--- config.mk ---
export PLATFORM = sky130hd
export DESIGN_NAME = sts_emit
export DESIGN_NICKNAME = d
export VERILOG_FILES = /design/src/rtl/sts_pkg.sv /design/src/rtl/sts_emit.sv
export SDC_FILE = /design/constraint.sdc
export NUM_CORES = 1
export LEC_CHECK = 0
export BUFFER_PORTS_ARGS = -buffer_cell sky130_fd_sc_hd__buf_2
export CORE_MARGIN = 5
export CORE_UTILIZATION = 25
export DETAILED_ROUTE_END_ITERATION = 10
export PLACE_DENSITY = 0.47
export SYNTH_ARGS = -nofsm -noshare
export SYNTH_HDL_FRONTEND = slang
export SYNTH_SLANG_ARGS = --single-unit
--- constraint.sdc ---
create_clock -name clk -period 54.9 [get_ports clk]
set_input_delay 10.98 -clock clk [delete_from_list [all_inputs] [get_ports clk]]
set_output_delay 10.98 -clock clk [all_outputs]
set_load 0.02 [all_outputs]
--- src/rtl/sts_pkg.sv ---
package sts_pkg;

    localparam int COORD_BITS = 16;
    localparam int FRAC_BITS  = 14;
    localparam int LEV_BITS   = 4;
    // prep, normalize prep, one stage per quotient bit, saturate
    localparam int LANE_LAT   = FRAC_BITS + 4;

    typedef logic [COORD_BITS-1:0] coord_t;
    typedef logic [2:0][COORD_BITS-1:0] vec_t;

    typedef struct packed {
        coord_t vert_a_x;
        coord_t vert_a_y;
        coord_t vert_a_z;
        coord_t vert_b_x;
        coord_t vert_b_y;
        coord_t vert_b_z;
        coord_t vert_c_x;
        coord_t vert_c_y;
        coord_t vert_c_z;
        logic [LEV_BITS-1:0] levels_left;
    } tri_beat_t;

    typedef struct packed {
        coord_t out_a_x;
        coord_t out_a_y;
        coord_t out_a_z;
        coord_t out_b_x;
        coord_t out_b_y;
        coord_t out_b_z;
        coord_t out_c_x;
        coord_t out_c_y;
        coord_t out_c_z;
        logic [LEV_BITS-1:0] levels_after;
        logic is_leaf;
        logic last_of_run;
    } res_beat_t;

    typedef struct packed {
        vec_t a;
        vec_t b;
        vec_t c;
        vec_t v1;
        vec_t v2;
        vec_t v3;
        logic [LEV_BITS-1:0] lev;
    } item_t;

endpackage

--- src/rtl/sts_emit.sv ---
module sts_emit (
    input  logic               clk,
    input  logic               rst_n,
    input  logic               load_valid,
    input  sts_pkg::item_t     item,
    output logic               ready,
    output logic               res_valid,
    input  logic               res_stall,
    output sts_pkg::res_beat_t res_beat
);

    sts_pkg::item_t item_reg;
    logic           full_reg;
    logic           full_next;
    logic [1:0]     beat_reg;
    logic [1:0]     beat_next;
    logic           leaf;
    logic           last;
    sts_pkg::vec_t  ra;
    sts_pkg::vec_t  rb;
    sts_pkg::vec_t  rc;

    assign leaf  = item_reg.lev == '0;
    assign last  = leaf || (beat_reg == 2'd3);
    assign ready = !full_reg || (!res_stall && last);

    always_comb
    begin
        full_next = full_reg;
        beat_next = beat_reg;
        if (ready)
        begin
            full_next = load_valid;
            beat_next = '0;
        end
        else if (!res_stall)
        begin
            beat_next = beat_reg + 2'd1;
        end
    end

    always_ff @(posedge clk or negedge rst_n)
    begin
        if (!rst_n)
        begin
            full_reg <= 1'b0;
            beat_reg <= '0;
        end
        else
        begin
            full_reg <= full_next;
            beat_reg <= beat_next;
        end
    end

    always_ff @(posedge clk)
    begin
        if (ready && load_valid)
        begin
            item_reg <= item;
        end
    end

    // child order of one split; a leaf passes its own triangle through
    always_comb
    begin
        if (leaf)
        begin
            ra = item_reg.a;
            rb = item_reg.b;
            rc = item_reg.c;
        end
        else
        begin
            unique case (beat_reg)
                2'd0:
                begin
                    ra = item_reg.a;  rb = item_reg.v1; rc = item_reg.v2;
                end
                2'd1:
                begin
                    ra = item_reg.v1; rb = item_reg.b;  rc = item_reg.v3;
                end
                2'd2:
                begin
                    ra = item_reg.v1; rb = item_reg.v3; rc = item_reg.v2;
                end
                default:
                begin
                    ra = item_reg.v2; rb = item_reg.v3; rc = item_reg.c;
                end
            endcase
        end
    end

    assign res_valid             = full_reg;
    assign res_beat.out_a_x      = ra[0];
    assign res_beat.out_a_y      = ra[1];
    assign res_beat.out_a_z      = ra[2];
    assign res_beat.out_b_x      = rb[0];
    assign res_beat.out_b_y      = rb[1];
    assign res_beat.out_b_z      = rb[2];
    assign res_beat.out_c_x      = rc[0];
    assign res_beat.out_c_y      = rc[1];
    assign res_beat.out_c_z      = rc[2];
    assign res_beat.levels_after = leaf ? '0 : (item_reg.lev - sts_pkg::LEV_BITS'(1));
    assign res_beat.is_leaf      = leaf;
    assign res_beat.last_of_run  = last;

endmodule

# ---- Word-level counts from Yosys, hierarchy flattened
# Cells that the tools add are included.
dict set report totals {
  input_bits 296
  register_bits 295
  output_inout_bits 152
}
dict set report classes {
  eq_ne 4
  n_mux 9
  reduce_logical 10
  addsub 2
}
# operator count
set op_table {}
lappend op_table {{48-bit case mux with 2 select lines} 3}
lappend op_table {{48-bit 2-to-1 mux} 3}
lappend op_table {{2-bit equality test, second input constant} 2}
lappend op_table {{4-bit logical NOT} 1}
lappend op_table {{2-bit 2-to-1 mux} 2}
lappend op_table {{4-bit 2-to-1 mux} 1}
lappend op_table {{2-bit OR reduction} 2}
lappend op_table {{4-bit by 1-bit subtractor with 4-bit output, second input constant} 1}
lappend op_table {{2-bit by 1-bit adder with 2-bit output, second input constant} 1}
lappend op_table {{2-bit by 1-bit equality test with 1-bit output, second input constant} 1}
lappend op_table {{1-bit logical AND} 2}
lappend op_table {{1-bit logical NOT} 2}
lappend op_table {{2-bit logical NOT} 1}
lappend op_table {{1-bit logical OR} 2}
lappend op_table {{2-bit != test, second input constant} 1}

# ---- Longest topological paths before layout
# Gate-level depths: netlist of the first run.
dict set report logic_depth {
  word_depth 5
  mapped_depth 8
  ltp_nobuf 5
}

# ---- Worst setup path after synthesis of the first run
# Ideal clock, no wire load.
dict set report synth_timing {
  kind {input to register}
  from {in res_stall}
  to {reg item_reg[0] (netlist name) (enable)}
  setup_time_ps 1396
  arrival_time_ps 32166
  setup_slack_ps 21339
  cell_stages 2
  cell_sequence {o21bai_1 -> a21boi_0}
}
dict set report synth_between {
  elab_chain_cells 4
}
# item line_no
set synth_lines {}
lappend synth_lines {{start, declared} sts_emit.sv:8} ;# input logic res_stall,
lappend synth_lines {{1-bit logical NOT} --}
lappend synth_lines {{1-bit logical AND} sts_emit.sv:25} ;# assign ready = !full_reg || (!res_stall && last);
lappend synth_lines {{1-bit logical OR} sts_emit.sv:25}
lappend synth_lines {{1-bit logical AND} sts_emit.sv:58} ;# if (ready && load_valid)
lappend synth_lines {{end signal, assigned} sts_emit.sv:60} ;# item_reg <= item;
lappend synth_lines {{end, declared} sts_emit.sv:12} ;# sts_pkg::item_t item_reg;
# No other way between the ends.
# A chain may end at the register's enable or synchronous reset.

# ---- Worst setup path in the final report of the first run
dict set report layout_timing {
  from {in res_stall}
  to {out ready}
}
dict set report layout_between {
  elab_chain_cells 3
}
# item line_no
set layout_lines {}
lappend layout_lines {{1-bit logical NOT} --}
lappend layout_lines {{1-bit logical AND} sts_emit.sv:25}
lappend layout_lines {{1-bit logical OR} sts_emit.sv:25}
lappend layout_lines {{end, declared} sts_emit.sv:6} ;# output logic ready,
# No other way between the ends.

==> key figures, run 1 <==
Status
  • Status: finished clean

Worst setup path
  • Worst R2R Start: beat_reg[0]
  • Crit start category: input port
  • FF-to-FF path depth: 6
  • Crit path kind: input port to primary output
  • CP Capture Type: primary output
  • Crit-path max FO: 5
  • Crit path DAT: 11.61 ns
  • R2R Path End: item_reg[52]
  • Setup crit start: res_stall
  • Reg2Reg Setup Slack: 49.89 ns
  • Critical path required time: 43.92 ns
  • Worst Setup EP: ready

Timing
  • Setup TNS: 0 ns
  • Max-slew violation count: 0
  • Final worst setup slack: 32.31 ns
  • Min cycle time layout: 22.59 ns
  • # setup viols final: 0
  • Final hold violations: 0
  • Worst-margin pin slew: 1.071 ns
  • Final worst path period share: 41.15%
  • RSZ-0062 raised after global routing: no
  • Clk_skew: 0.01578 ns
  • FMAX: 0.04427 GHz
  • Rel. slew slack: ~28%

CTS
  • Clock buffer depth: 3
  • CTS Root Cell: clkbuf_16
  • CTS buffer count: 37
  • Clock sink count: 295
  • Post-CTS Hold Fix Bufs: 0
  • CTS tree: built
  • Post-cts sizing count: 0
  • Post-CTS setup buffer count: 0
  • CTS H-tree lvls: 2
  • Worst skew pair latency: 0.54 ns
  • Clock transition at path regs: 0.06 ns

Global route
  • Grt total ovfl: 0
  • Largest net degree at the start of global routing: 82
  • Initial antenna violation count: 13
  • First-pass GRT wire length: 67680 µm
  • Number of global-route vias before repair: 10173
  • All-layer global routing usage: 16.90%

Synth
  • Largest area contributor in the netlist: edfxtp_1
  • Synth warnings: 0
  • Syn avg cell area: 13.85 µm²
  • Syn Inst Count: 892
  • Top cell type's share of synthesized area: 70.98%
  • Top cells by area, synth: edfxtp_1 71%, o21ai_0 4.1%, a21oi_1 3.9%
  • Register area share after synthesis: 71.59%
  • Number of distinct library cells after synthesis: 32
  • Mapped Nets: 1193
  • Number of synthesized register bits: 295
  • Post-Syn Area: 12350 µm²

Routing
  • Final ANT Viol Nets: 0
  • Top sig layer: met5
  • TritonRoute pass-1 iters: 5
  • Final WL: approximately 48000 µm
  • Via count: 9665
  • Drt via density: between 4 and 5
  • Met3 wire len: roughly 4300 µm
  • Remaining DRCs: 0
  • Iter 0 DRT Violations: 592
  • WL met1: between 15000 and 20000 µm
  • Met2 wire len: roughly 23000 µm
  • WL/cell: 23.71 µm

Final layout
  • Fin nets: 1612
  • Fillers: 4977
  • Multi-input logic area: 3191 µm²
  • Area grow syn2layout: 32.97%
  • FF/Latch Area: 8843 µm²
  • Share of layout cells above drive strength 1: 39.06%
  • Max FFs per register: 292

Power
  • Worst vdd ir: about 38 µV
  • Pwr/cell area: a little under 60 nW/µm²
  • Static Leak: 6.338 nW

Die
  • Die Span Y: 232.3 µm
  • Width of the die: between 200 and 250 µm
  • Initial Util: roughly 25%
  • Die footprint: 53960 µm²
  • Core footprint: 48950 µm²
  • Rows: 81
  • IO Pins: between 400 and 500

Place
  • Pre-CTS setup slack: 32.31 ns
  • Post-DP HPWL: between 30000 and 40000 µm
  • Final Wtd Congestion: 0.7670
  • Number of I/O port buffers: 447

Run
  • MaxCap Viol Count: 0

Hold path
  • Worst min path class: flip-flop to flip-flop
-- placed cells by master (no fill, tap or decap), drive strengths merged --
| master | instances |
|---|---|
| a21boi | 1 |
| a21o | 1 |
| a21oi | 97 |
| a221o | 47 |
| a22o | 1 |
| a22oi | 47 |
| and3 | 47 |
| buf | 461 |
| bufinv | 4 |
| clkbuf | 47 |
| clkinv | 10 |
| clkinvlp | 1 |
| dfrtp | 3 |
| diode | 8 |
| edfxtp | 292 |
| ha | 5 |
| inv | 4 |
| mux2 | 1 |
| nand2 | 54 |
| nand2b | 2 |
| nand3 | 2 |
| nand3b | 1 |
| nor2 | 51 |
| nor2b | 1 |
| nor3b | 1 |
| o21a | 1 |
| o21ai | 101 |
| o21bai | 1 |
| o22a | 48 |
| o31a | 1 |
| or4 | 1 |
-- kinds of logic (layout without fill, tap and decap cells) --
family	count (synthesis)	in the layout	synth area share (%)
AOI/OAI and AO/OA	346	346	18.47
DFF	295	295	71.59
and+or+nand+nor	160	160	6.027
buffers and inverters	85	527	3.312
adders and majority gates	5	5	0.5064
muxes	1	1	0.09115
other	0	8	0
-- report_power, final --
part,internal (mW),total [mW],switching (mW)
sequential,0.274,0.284,0.00916
clock,0.147,0.243,0.0955
combinational,0.139,0.442,0.303
total,0.561,0.969,0.408
-- synth_stat cells --
cell type,instances
edfxtp_1,292
o21ai_0,100
a21oi_1,97
clkbuf_1,54
nand2_1,54
nor2_1,51
o22a_1,48
a221o_1,47
a22oi_1,47
and3_1,47
buf_2,14
buf_6,7
ha_1,5
buf_4,4
dfrtp_1,3
inv_1,3
buf_1,2
nand2b_1,2
nand3_1,2
a21boi_0,1
a21o_1,1
a22o_1,1
clkinv_4,1
mux2_2,1
nand3b_1,1
nor2b_1,1
nor3b_2,1
o21a_1,1
o21ai_1,1
o21bai_1,1
o31a_1,1
or4_1,1
-- critical path, cell delays in order --
cell      delay (ns)
buf_2           0.12
o21bai_1        0.22
nand2_1         0.12
buf_2           0.16
-- worst min path at each step --
stage | start | endpoint | cells after the start
after floorplan | beat_reg[1] | beat_reg[1] | 2
after global placement | res_valid | beat_reg[0] | 2
after detailed placement | res_valid | beat_reg[0] | 2
after CTS | res_valid | beat_reg[0] | 2
after global routing | res_valid | res_valid | 1
final | beat_reg[1] | beat_reg[1] | 2
-- through the flow --
stage / hold slack (ns) / utilization, % / instances / area, µm² / power (mW)
6_report: 0.6649 / 33.56 / 2006 / 16430 / 0.9689
5_1_grt: 0.7016 / 33.53 / 2000 / 16410 / 1.019
4_1_cts: 0.6595 / 33.51 / 1998 / 16410 / 0.9851
3_5_place_dp: 0.6642 / 31.11 / 1936 / 15230 / 0.7381
3_3_place_gp: 0.6482 / 31.11 / 1936 / 15230 / 0.7370
2_1_floorplan: 0.5176 / - / 892 / 12350 / 0.5867
-- layout make-up --
| class | count | area share, % |
|---|---|---|
| Inverter | 4 | 0.1219 |
| Antenna cell | 8 | 0.1219 |
| Sequential cell | 295 | 53.84 |
| Clock buffer | 47 | 6.124 |
| Tap cell | 664 | 5.058 |
| Multi-Input combinational cell | 512 | 19.42 |
| Clock inverter | 15 | 1.051 |
| Timing Repair Buffer | 461 | 14.26 |
-- metal layers --
metal  GRT usage [%]  vias up
li1                -     4378
met3           5.772       79
met4           4.727       12
met2           28.02      408
met5               0        -
met1           21.09     4788
Power figures use the tool's default switching activity.
==> run 2: changes to the inputs <==
Settings changed: ABC_AREA from default to 1.
Clock period 54.9 ns to 20.8 ns, I/O delays scaled along.
==> run 2 against run 1 <==
Effect of this change:
- hold slack worse by 0.063 ns
- first-iteration DRC count increased by 18%
- count of clock-buffer cells in the layout up 1
- wire length rose by 0.74%
- sequential cell count stayed put
- highest routed layer unchanged
- critical endpoint unchanged
- setup slack got worse by 20 ns
- core utilization decreased by 0.44 points
- largest cell class unchanged
- synthesized cell count rose by 27%
- power grew to 2.7 times the previous value
- area after synthesis grew 3.6%
- register-to-register slack worse by 34 ns
==> key figures, run 2 <==
Synth
  • Synth warnings: 0 (unchanged)
  • Most common cell in the netlist: nand2_1
  • Synth Area in Simple Gates: 14.67% (+8.6 points)
  • Post-Syn Area: 12800 µm² (+3.6%)
  • Top cells by count, synth: 391 x nand2_1, 292 x edfxtp_1, 100 x nor2_1
  • Top cell type's share of synthesized area: 68.49% (-2.5 points)
  • Synth Flop Type: edfxtp_1
  • Number of synthesized flops with an enable pin: 292 (unchanged)
  • Compound-cell area share of the yosys netlist: 12.26% (-6.2 points)
  • Syn Inst Count: 1133 (+27%)
  • Synth Area in XOR/XNOR: 0% (unchanged)
  • Syn avg cell area: 11.30 µm² (-18%)
  • Top cells by area, synth: edfxtp_1 68%, nand2_1 11%, o211ai_2 3.9%
  • Post-synthesis mux area share: 0% (-0.091 points)
  • Number of synthesized register bits: 295 (unchanged)
  • Largest area contributor in the netlist: edfxtp_1
  • Combinational family with the most area after synthesis: simple AND/OR/NAND/NOR gates
  • Mapped Nets: 1434 (+20%)
  • Ys async rst share: 1.017% (unchanged)
  • Number of distinct library cells after synthesis: 24 (-25%)
  • Adder-Cell Fraction of Synth Area: 0.4887% (-0.018 points)
  • Register area share after synthesis: 69.08% (-2.5 points)

Timing
  • FMAX: 0.1121 GHz
  • Max-slew violation count: 0 (unchanged)
  • Final worst path period share: 42.90%
  • # setup viols final: 0 (unchanged)
  • Clk_skew: 0.02335 ns (+0.007574 ns)
  • Min cycle time layout: 8.923 ns
  • Worst-margin pin slew: 0.9674 ns (-0.1039 ns)
  • Final hold violations: 0 (unchanged)
  • Setup TNS: 0 ns (unchanged)
  • RSZ-0062 raised after global routing: no
  • Rel. slew slack: 35.50% (+7.2 points)
  • Smallest hold slack: 0.6018 ns (-0.06310 ns)

CTS
  • Clock sink count: 295 (unchanged)
  • Post-CTS Hold Fix Bufs: 0 (unchanged)
  • Clock transition at path regs: 0.06 ns (about the same)
  • CTS tree: built
  • CTS Root Cell: clkbuf_16
  • Worst skew pair latency: 0.54 ns (about the same)
  • Post-CTS setup buffer count: 0 (unchanged)
  • Clock buffer depth: 3 (unchanged)
  • CTS buffer count: 37 (unchanged)
  • Post-cts sizing count: 0 (unchanged)
  • CTS H-tree lvls: 2 (unchanged)

Die
  • Width of the die: 236.3 µm (+1.7%)
  • Rows: 83 (+2.5%)
  • Core footprint: 50990 µm² (+4.2%)
  • Die footprint: 55840 µm² (+3.5%)
  • Initial Util: 25.11% (-0.13 points)
  • IO Pins: 448 (unchanged)
  • Die Span Y: 236.3 µm (+1.7%)

Hold path
  • Worst min path class: flip-flop to flip-flop

Worst setup path
  • Crit-path max FO: 2 (-3)
  • Crit start category: input port
  • Crit path DAT: 4.76 ns (-6.85 ns)
  • Critical path required time: 16.64 ns (-27.28 ns)
  • Slowest stage cell, crit path: buf_2
  • Crit path kind: input port to primary output
  • CP peak stage delay: 0.17 ns (-0.05 ns)
  • CP Capture Type: primary output
  • Crit-path cells: buf_2, inv_1, nand2_1, nand2_1, buf_2

Routing
  • WL/cell: 21.14 µm (-11%)
  • Via count: 10133 (+4.8%)
  • Remaining DRCs: 0 (unchanged)
  • Iter 0 DRT Violations: 701 (+18%)
  • Final ANT Viol Nets: 0 (unchanged)
  • Final WL: 47910 µm (+0.74%)
  • Drt via density: 4.472 (-7.2%)
  • TritonRoute pass-1 iters: 5 (unchanged)

Power
  • Static Leak: 6.985 nW (+10%)
  • Pwr/cell area: 155.9 nW/µm² (+160%)
  • Comb pwr share: 47.0% (+1.3 points)
  • Internal power: 1.468 mW (+160%)
  • Worst vdd ir: 100.6 µV (+160%)
  • Switching Share: 44.22% (+2.1 points)
  • Sequential Power Share: 28.4% (-0.9 points)
  • Clk pwr share: 24.6% (-0.5 points)
  • Switch Pwr: 1.164 mW (+190%)

Global route
  • Largest net degree at the start of global routing: 73 (-11%)
  • Number of global-route vias before repair: 10495 (+3.2%)
  • Initial antenna violation count: 7 (-6)
  • All-layer global routing usage: 16.33% (-0.56 points)
  • First-pass GRT wire length: 68550 µm (+1.3%)
  • Grt total ovfl: 0 (unchanged)

Final layout
  • Max FFs per register: 292 (unchanged)
  • Fin nets: 1858 (+15%)
  • Final core utilization: 33.11% (-0.44 points)
  • Area grow syn2layout: 31.88%
  • FF/Latch Area: 8843 µm² (unchanged)
  • Commonest non-fill, non-tap cell in the layout: buf_2
  • Post-route cell area: 16880 µm² (+2.8%)
  • Share of layout cells above drive strength 1: 35.94% (-3.1 points)
  • Most frequent cells in the layout: 447 x buf_2, 389 x nand2_1, 292 x edfxtp_1
  • Fillers: 5282 (+6.1%)
  • Multi-input logic area: 3571 µm² (+12%)

Place
  • Post-DP HPWL: 31230 µm (+2.1%)
  • Placement-stage cell area: 15670 µm² (+2.9%)
  • Number of I/O port buffers: 447 (unchanged)
  • Final Wtd Congestion: 0.8051 (+5.0%)

Run
  • MaxCap Viol Count: 0 (unchanged)

Status
  • Status: finished clean
-- run 2: power by group through the flow --
stage / Sequential [mW] / Combinational (mW) / Clock [mW]
6_report: 0.748 / 1.24 / 0.647
5_1_grt: 0.753 / 1.34 / 0.693
4_1_cts: 0.748 / 1.27 / 0.671
3_5_place_dp: 0.760 / 1.26 / 0
3_3_place_gp: 0.759 / 1.26 / 0
2_1_floorplan: 0.792 / 0.784 / 0
-- run 2: worst max-delay path: cells and delay by family --
kind	cells	cell delay, ns
buffers and inverters	3	0.36
AND/OR/NAND/NOR	2	0.24
-- run 2: area by class of cell --
class,count,share of cell area (%)
diodes,3,0.04446
clock buffers,48,6.040
clock inverters,17,1.104
inverters,10,0.2371
multi-input cells,749,21.15
flip-flops and latches,295,52.38
well taps,680,5.039
repair buffers,464,14.01
-- run 2: cell families (layout without fill, tap and decap cells) --
| family | after synthesis | after routing |
|---|---|---|
| other | 0 | 3 |
| and+or+nand+nor | 496 | 496 |
| AOI/OAI and AO/OA | 248 | 248 |
| DFF | 295 | 295 |
| adders and majority gates | 5 | 5 |
| buffers and inverters | 89 | 539 |
-- run 2: worst paths after layout --
kind                       slack [ns]  depth (start not counted)             to   startpoint
max                             11.88                          5          ready    res_stall
min                              0.60                          1    beat_reg[0]  beat_reg[0]
max reg2reg                     16.28                          9  item_reg[279]  item_reg[3]
min reg2reg                      0.60                          1    beat_reg[0]  beat_reg[0]
max in group asynchronous       17.20                          1      res_valid        rst_n
min in group asynchronous        3.45                          1    beat_reg[1]        rst_n
-- run 2: metal layers --
layer / track usage, % / up-vias / share of wire [%]
li1: - / 4804 / -
met5: 0 / - / 0.12
met3: 4.723 / 57 / 7.7
met1: 21.15 / 4874 / 43
met2: 27.06 / 390 / 48
met4: 4.093 / 8 / 1.7
-- run 2: per-stage QoR --
stage                     power (mW)  std cells  setup WS [ns]
after detailed placement       2.022       2198          11.87
after global routing           2.786       2264          11.82
after floorplan                1.576       1133          1.450
after global placement         2.021       2198          11.85
after CTS                      2.684       2263          11.87
final                          2.632       2266          11.88
==> run 3: changes to the inputs <==
Settings changed: PLACE_DENSITY 0.47 to 0.48.
Clock period 20.8 ns to 7.93 ns, I/O delays scaled along.
==> run 3 against run 2 <==
Effect of this change:
- sequential cell count did not move
- via count increased by 1.2%
- first-iteration DRC count increased by 6.8%
- clock skew is 0.0011 ns higher
- critical path depth is 4 higher
- setup slack worse by 9.5 ns
==> key figures, run 3 (same netlist as run 2, synthesis figures left out) <==
Hold path
  • Worst Hold Path Cells: 1 (unchanged)
  • Worst min path class: flip-flop to flip-flop

Power
  • Worst vdd ir: 210.1 µV (+110%)
  • Static Leak: 6.918 nW (-0.96%)
  • Pwr/cell area: 404.5 nW/µm² (+160%)

CTS
  • Post-cts sizing count: 0 (unchanged)
  • CTS H-tree lvls: 2 (unchanged)
  • Clock transition at path regs: 0.06 ns (about the same)
  • CTS Root Cell: clkbuf_16
  • Clock buffer depth: 3 (unchanged)
  • Clock sink count: 295 (unchanged)
  • CTS buffer count: 38 (+2.7%)
  • Post-CTS Hold Fix Bufs: 0 (unchanged)
  • Post-CTS setup buffer count: 0 (unchanged)
  • CTS tree: built
  • Worst skew pair latency: 0.54 ns (about the same)

Final layout
  • Most frequent cells in the layout: 447 x buf_2, 389 x nand2_1, 292 x edfxtp_1
  • Post-route cell area: 16800 µm² (-0.47%)
  • Final core utilization: 32.95% (-0.16 points)
  • Max FFs per register: 292 (unchanged)
  • Fillers: 5262 (-0.38%)
  • Fin nets: 1852 (-0.32%)
  • Commonest non-fill, non-tap cell in the layout: buf_2
  • Share of layout cells above drive strength 1: 35.39% (-0.55 points)
  • Area grow syn2layout: 31.25%

Global route
  • Largest net degree at the start of global routing: 155 (+110%)
  • All-layer global routing usage: 16.34% (about the same)
  • Grt total ovfl: 0 (unchanged)
  • First-pass GRT wire length: 69320 µm (+1.1%)
  • Initial antenna violation count: 12 (+5)
  • Number of global-route vias before repair: 10624 (+1.2%)

Place
  • Pre-CTS setup slack: 2.898 ns (-8.977 ns)
  • Final Wtd Congestion: 0.7995 (-0.70%)
  • Post-DP HPWL: 31530 µm (+0.94%)
  • Placement-stage cell area: 15660 µm² (about the same)
  • Number of I/O port buffers: 447 (unchanged)

Die
  • Rows: 83 (unchanged)
  • Width of the die: 236.3 µm (unchanged)
  • IO Pins: 448 (unchanged)
  • Die footprint: 55840 µm² (unchanged)
  • Core footprint: 50990 µm² (unchanged)
  • Initial Util: 25.11% (unchanged)
  • Die Span Y: 236.3 µm (unchanged)

Status
  • Status: finished clean

Worst setup path
  • Critical path required time: 6.34 ns (-10.30 ns)
  • Crit start category: flip-flop
  • FF-to-FF path depth: 6 (-3)
  • CP Capture Type: primary output
  • Crit-path max FO: 52 (+50)
  • Crit path kind: flip-flop to primary output
  • Crit path DAT: 3.92 ns (-0.84 ns)

Timing
  • Final worst path period share: 69.43%
  • Max-slew violation count: 0 (unchanged)
  • Final hold violations: 0 (unchanged)
  • Rel. slew slack: 25.61% (-9.9 points)
  • FMAX: 0.1816 GHz
  • Worst-margin pin slew: 1.116 ns (+0.1485 ns)
  • # setup viols final: 0 (unchanged)
  • Setup TNS: 0 ns (unchanged)
  • Clk_skew: 0.02441 ns (+0.001057 ns)
  • Final worst setup slack: 2.424 ns (-9.453 ns)
  • Min cycle time layout: 5.506 ns
  • RSZ-0062 raised after global routing: no

Routing
  • Remaining DRCs: 0 (unchanged)
  • Drt via density: 4.540 (+1.5%)
  • Via count: 10252 (+1.2%)
  • WL/cell: 21.31 µm (+0.78%)
  • TritonRoute pass-1 iters: 5 (unchanged)
  • Final WL: 48110 µm (+0.42%)
  • Final ANT Viol Nets: 0 (unchanged)
  • Iter 0 DRT Violations: 749 (+6.8%)

Run
  • MaxCap Viol Count: 0 (unchanged)
run 3: metal layers:
metal / wire [µm] / track usage [%]
met1: 20300 / 21.18
met2: 22790 / 26.87
met5: 100 / 0
met3: 4046 / 5.074
met4: 875 / 3.971
run 3: path summary, 6_finish.rpt:
check | slack [ns] | to | startpoint
min reg2reg | 0.60 | beat_reg[0] | beat_reg[0]
max reg2reg | 4.36 | item_reg[207] | item_reg[3]
max | 2.42 | res_beat[84] | beat_reg[1]
min | 0.60 | beat_reg[0] | beat_reg[0]
max in group asynchronous | 6.96 | res_valid | rst_n
min in group asynchronous | 0.84 | beat_reg[0] | rst_n
run 3: stage by stage:
step                hold WS (ns)  std cells  power, mW
floorplan                 0.4818       1133      4.059
global placement          0.5724       2191      5.266
detailed placement        0.5966       2191      5.278
CTS                       0.6055       2251      6.927
global route              0.6527       2254      7.191
finish                    0.6018       2258      6.796
run 3: cell type report:
type	count	area (µm²)	area share [%]
sequential	295	8843	52.63
multi-input combinational	749	3586	21.34
timing repair buffer	457	2337	13.91
clock buffer	50	1060	6.307
tap	680	850.8	5.063
clock inverter	10	68.82	0.4095
inverter	10	40.04	0.2383
antenna	7	17.52	0.1042
run 3: report_power, final:
part	internal (mW)	switching, mW	total (mW)
clock network	0.960	0.653	1.61
logic	0.924	2.29	3.21
registers	1.90	0.0689	1.97
run 3: critical path, cell delays in order (launching register included):
cell	delay, ns
dfrtp_1	0.44
inv_1	0.18
ha_2	0.20
buf_4	0.59
or2_4	0.66
buf_4	0.68
nand2_1	0.16
o211ai_2	0.10
nand2_1	0.08
buf_2	0.16
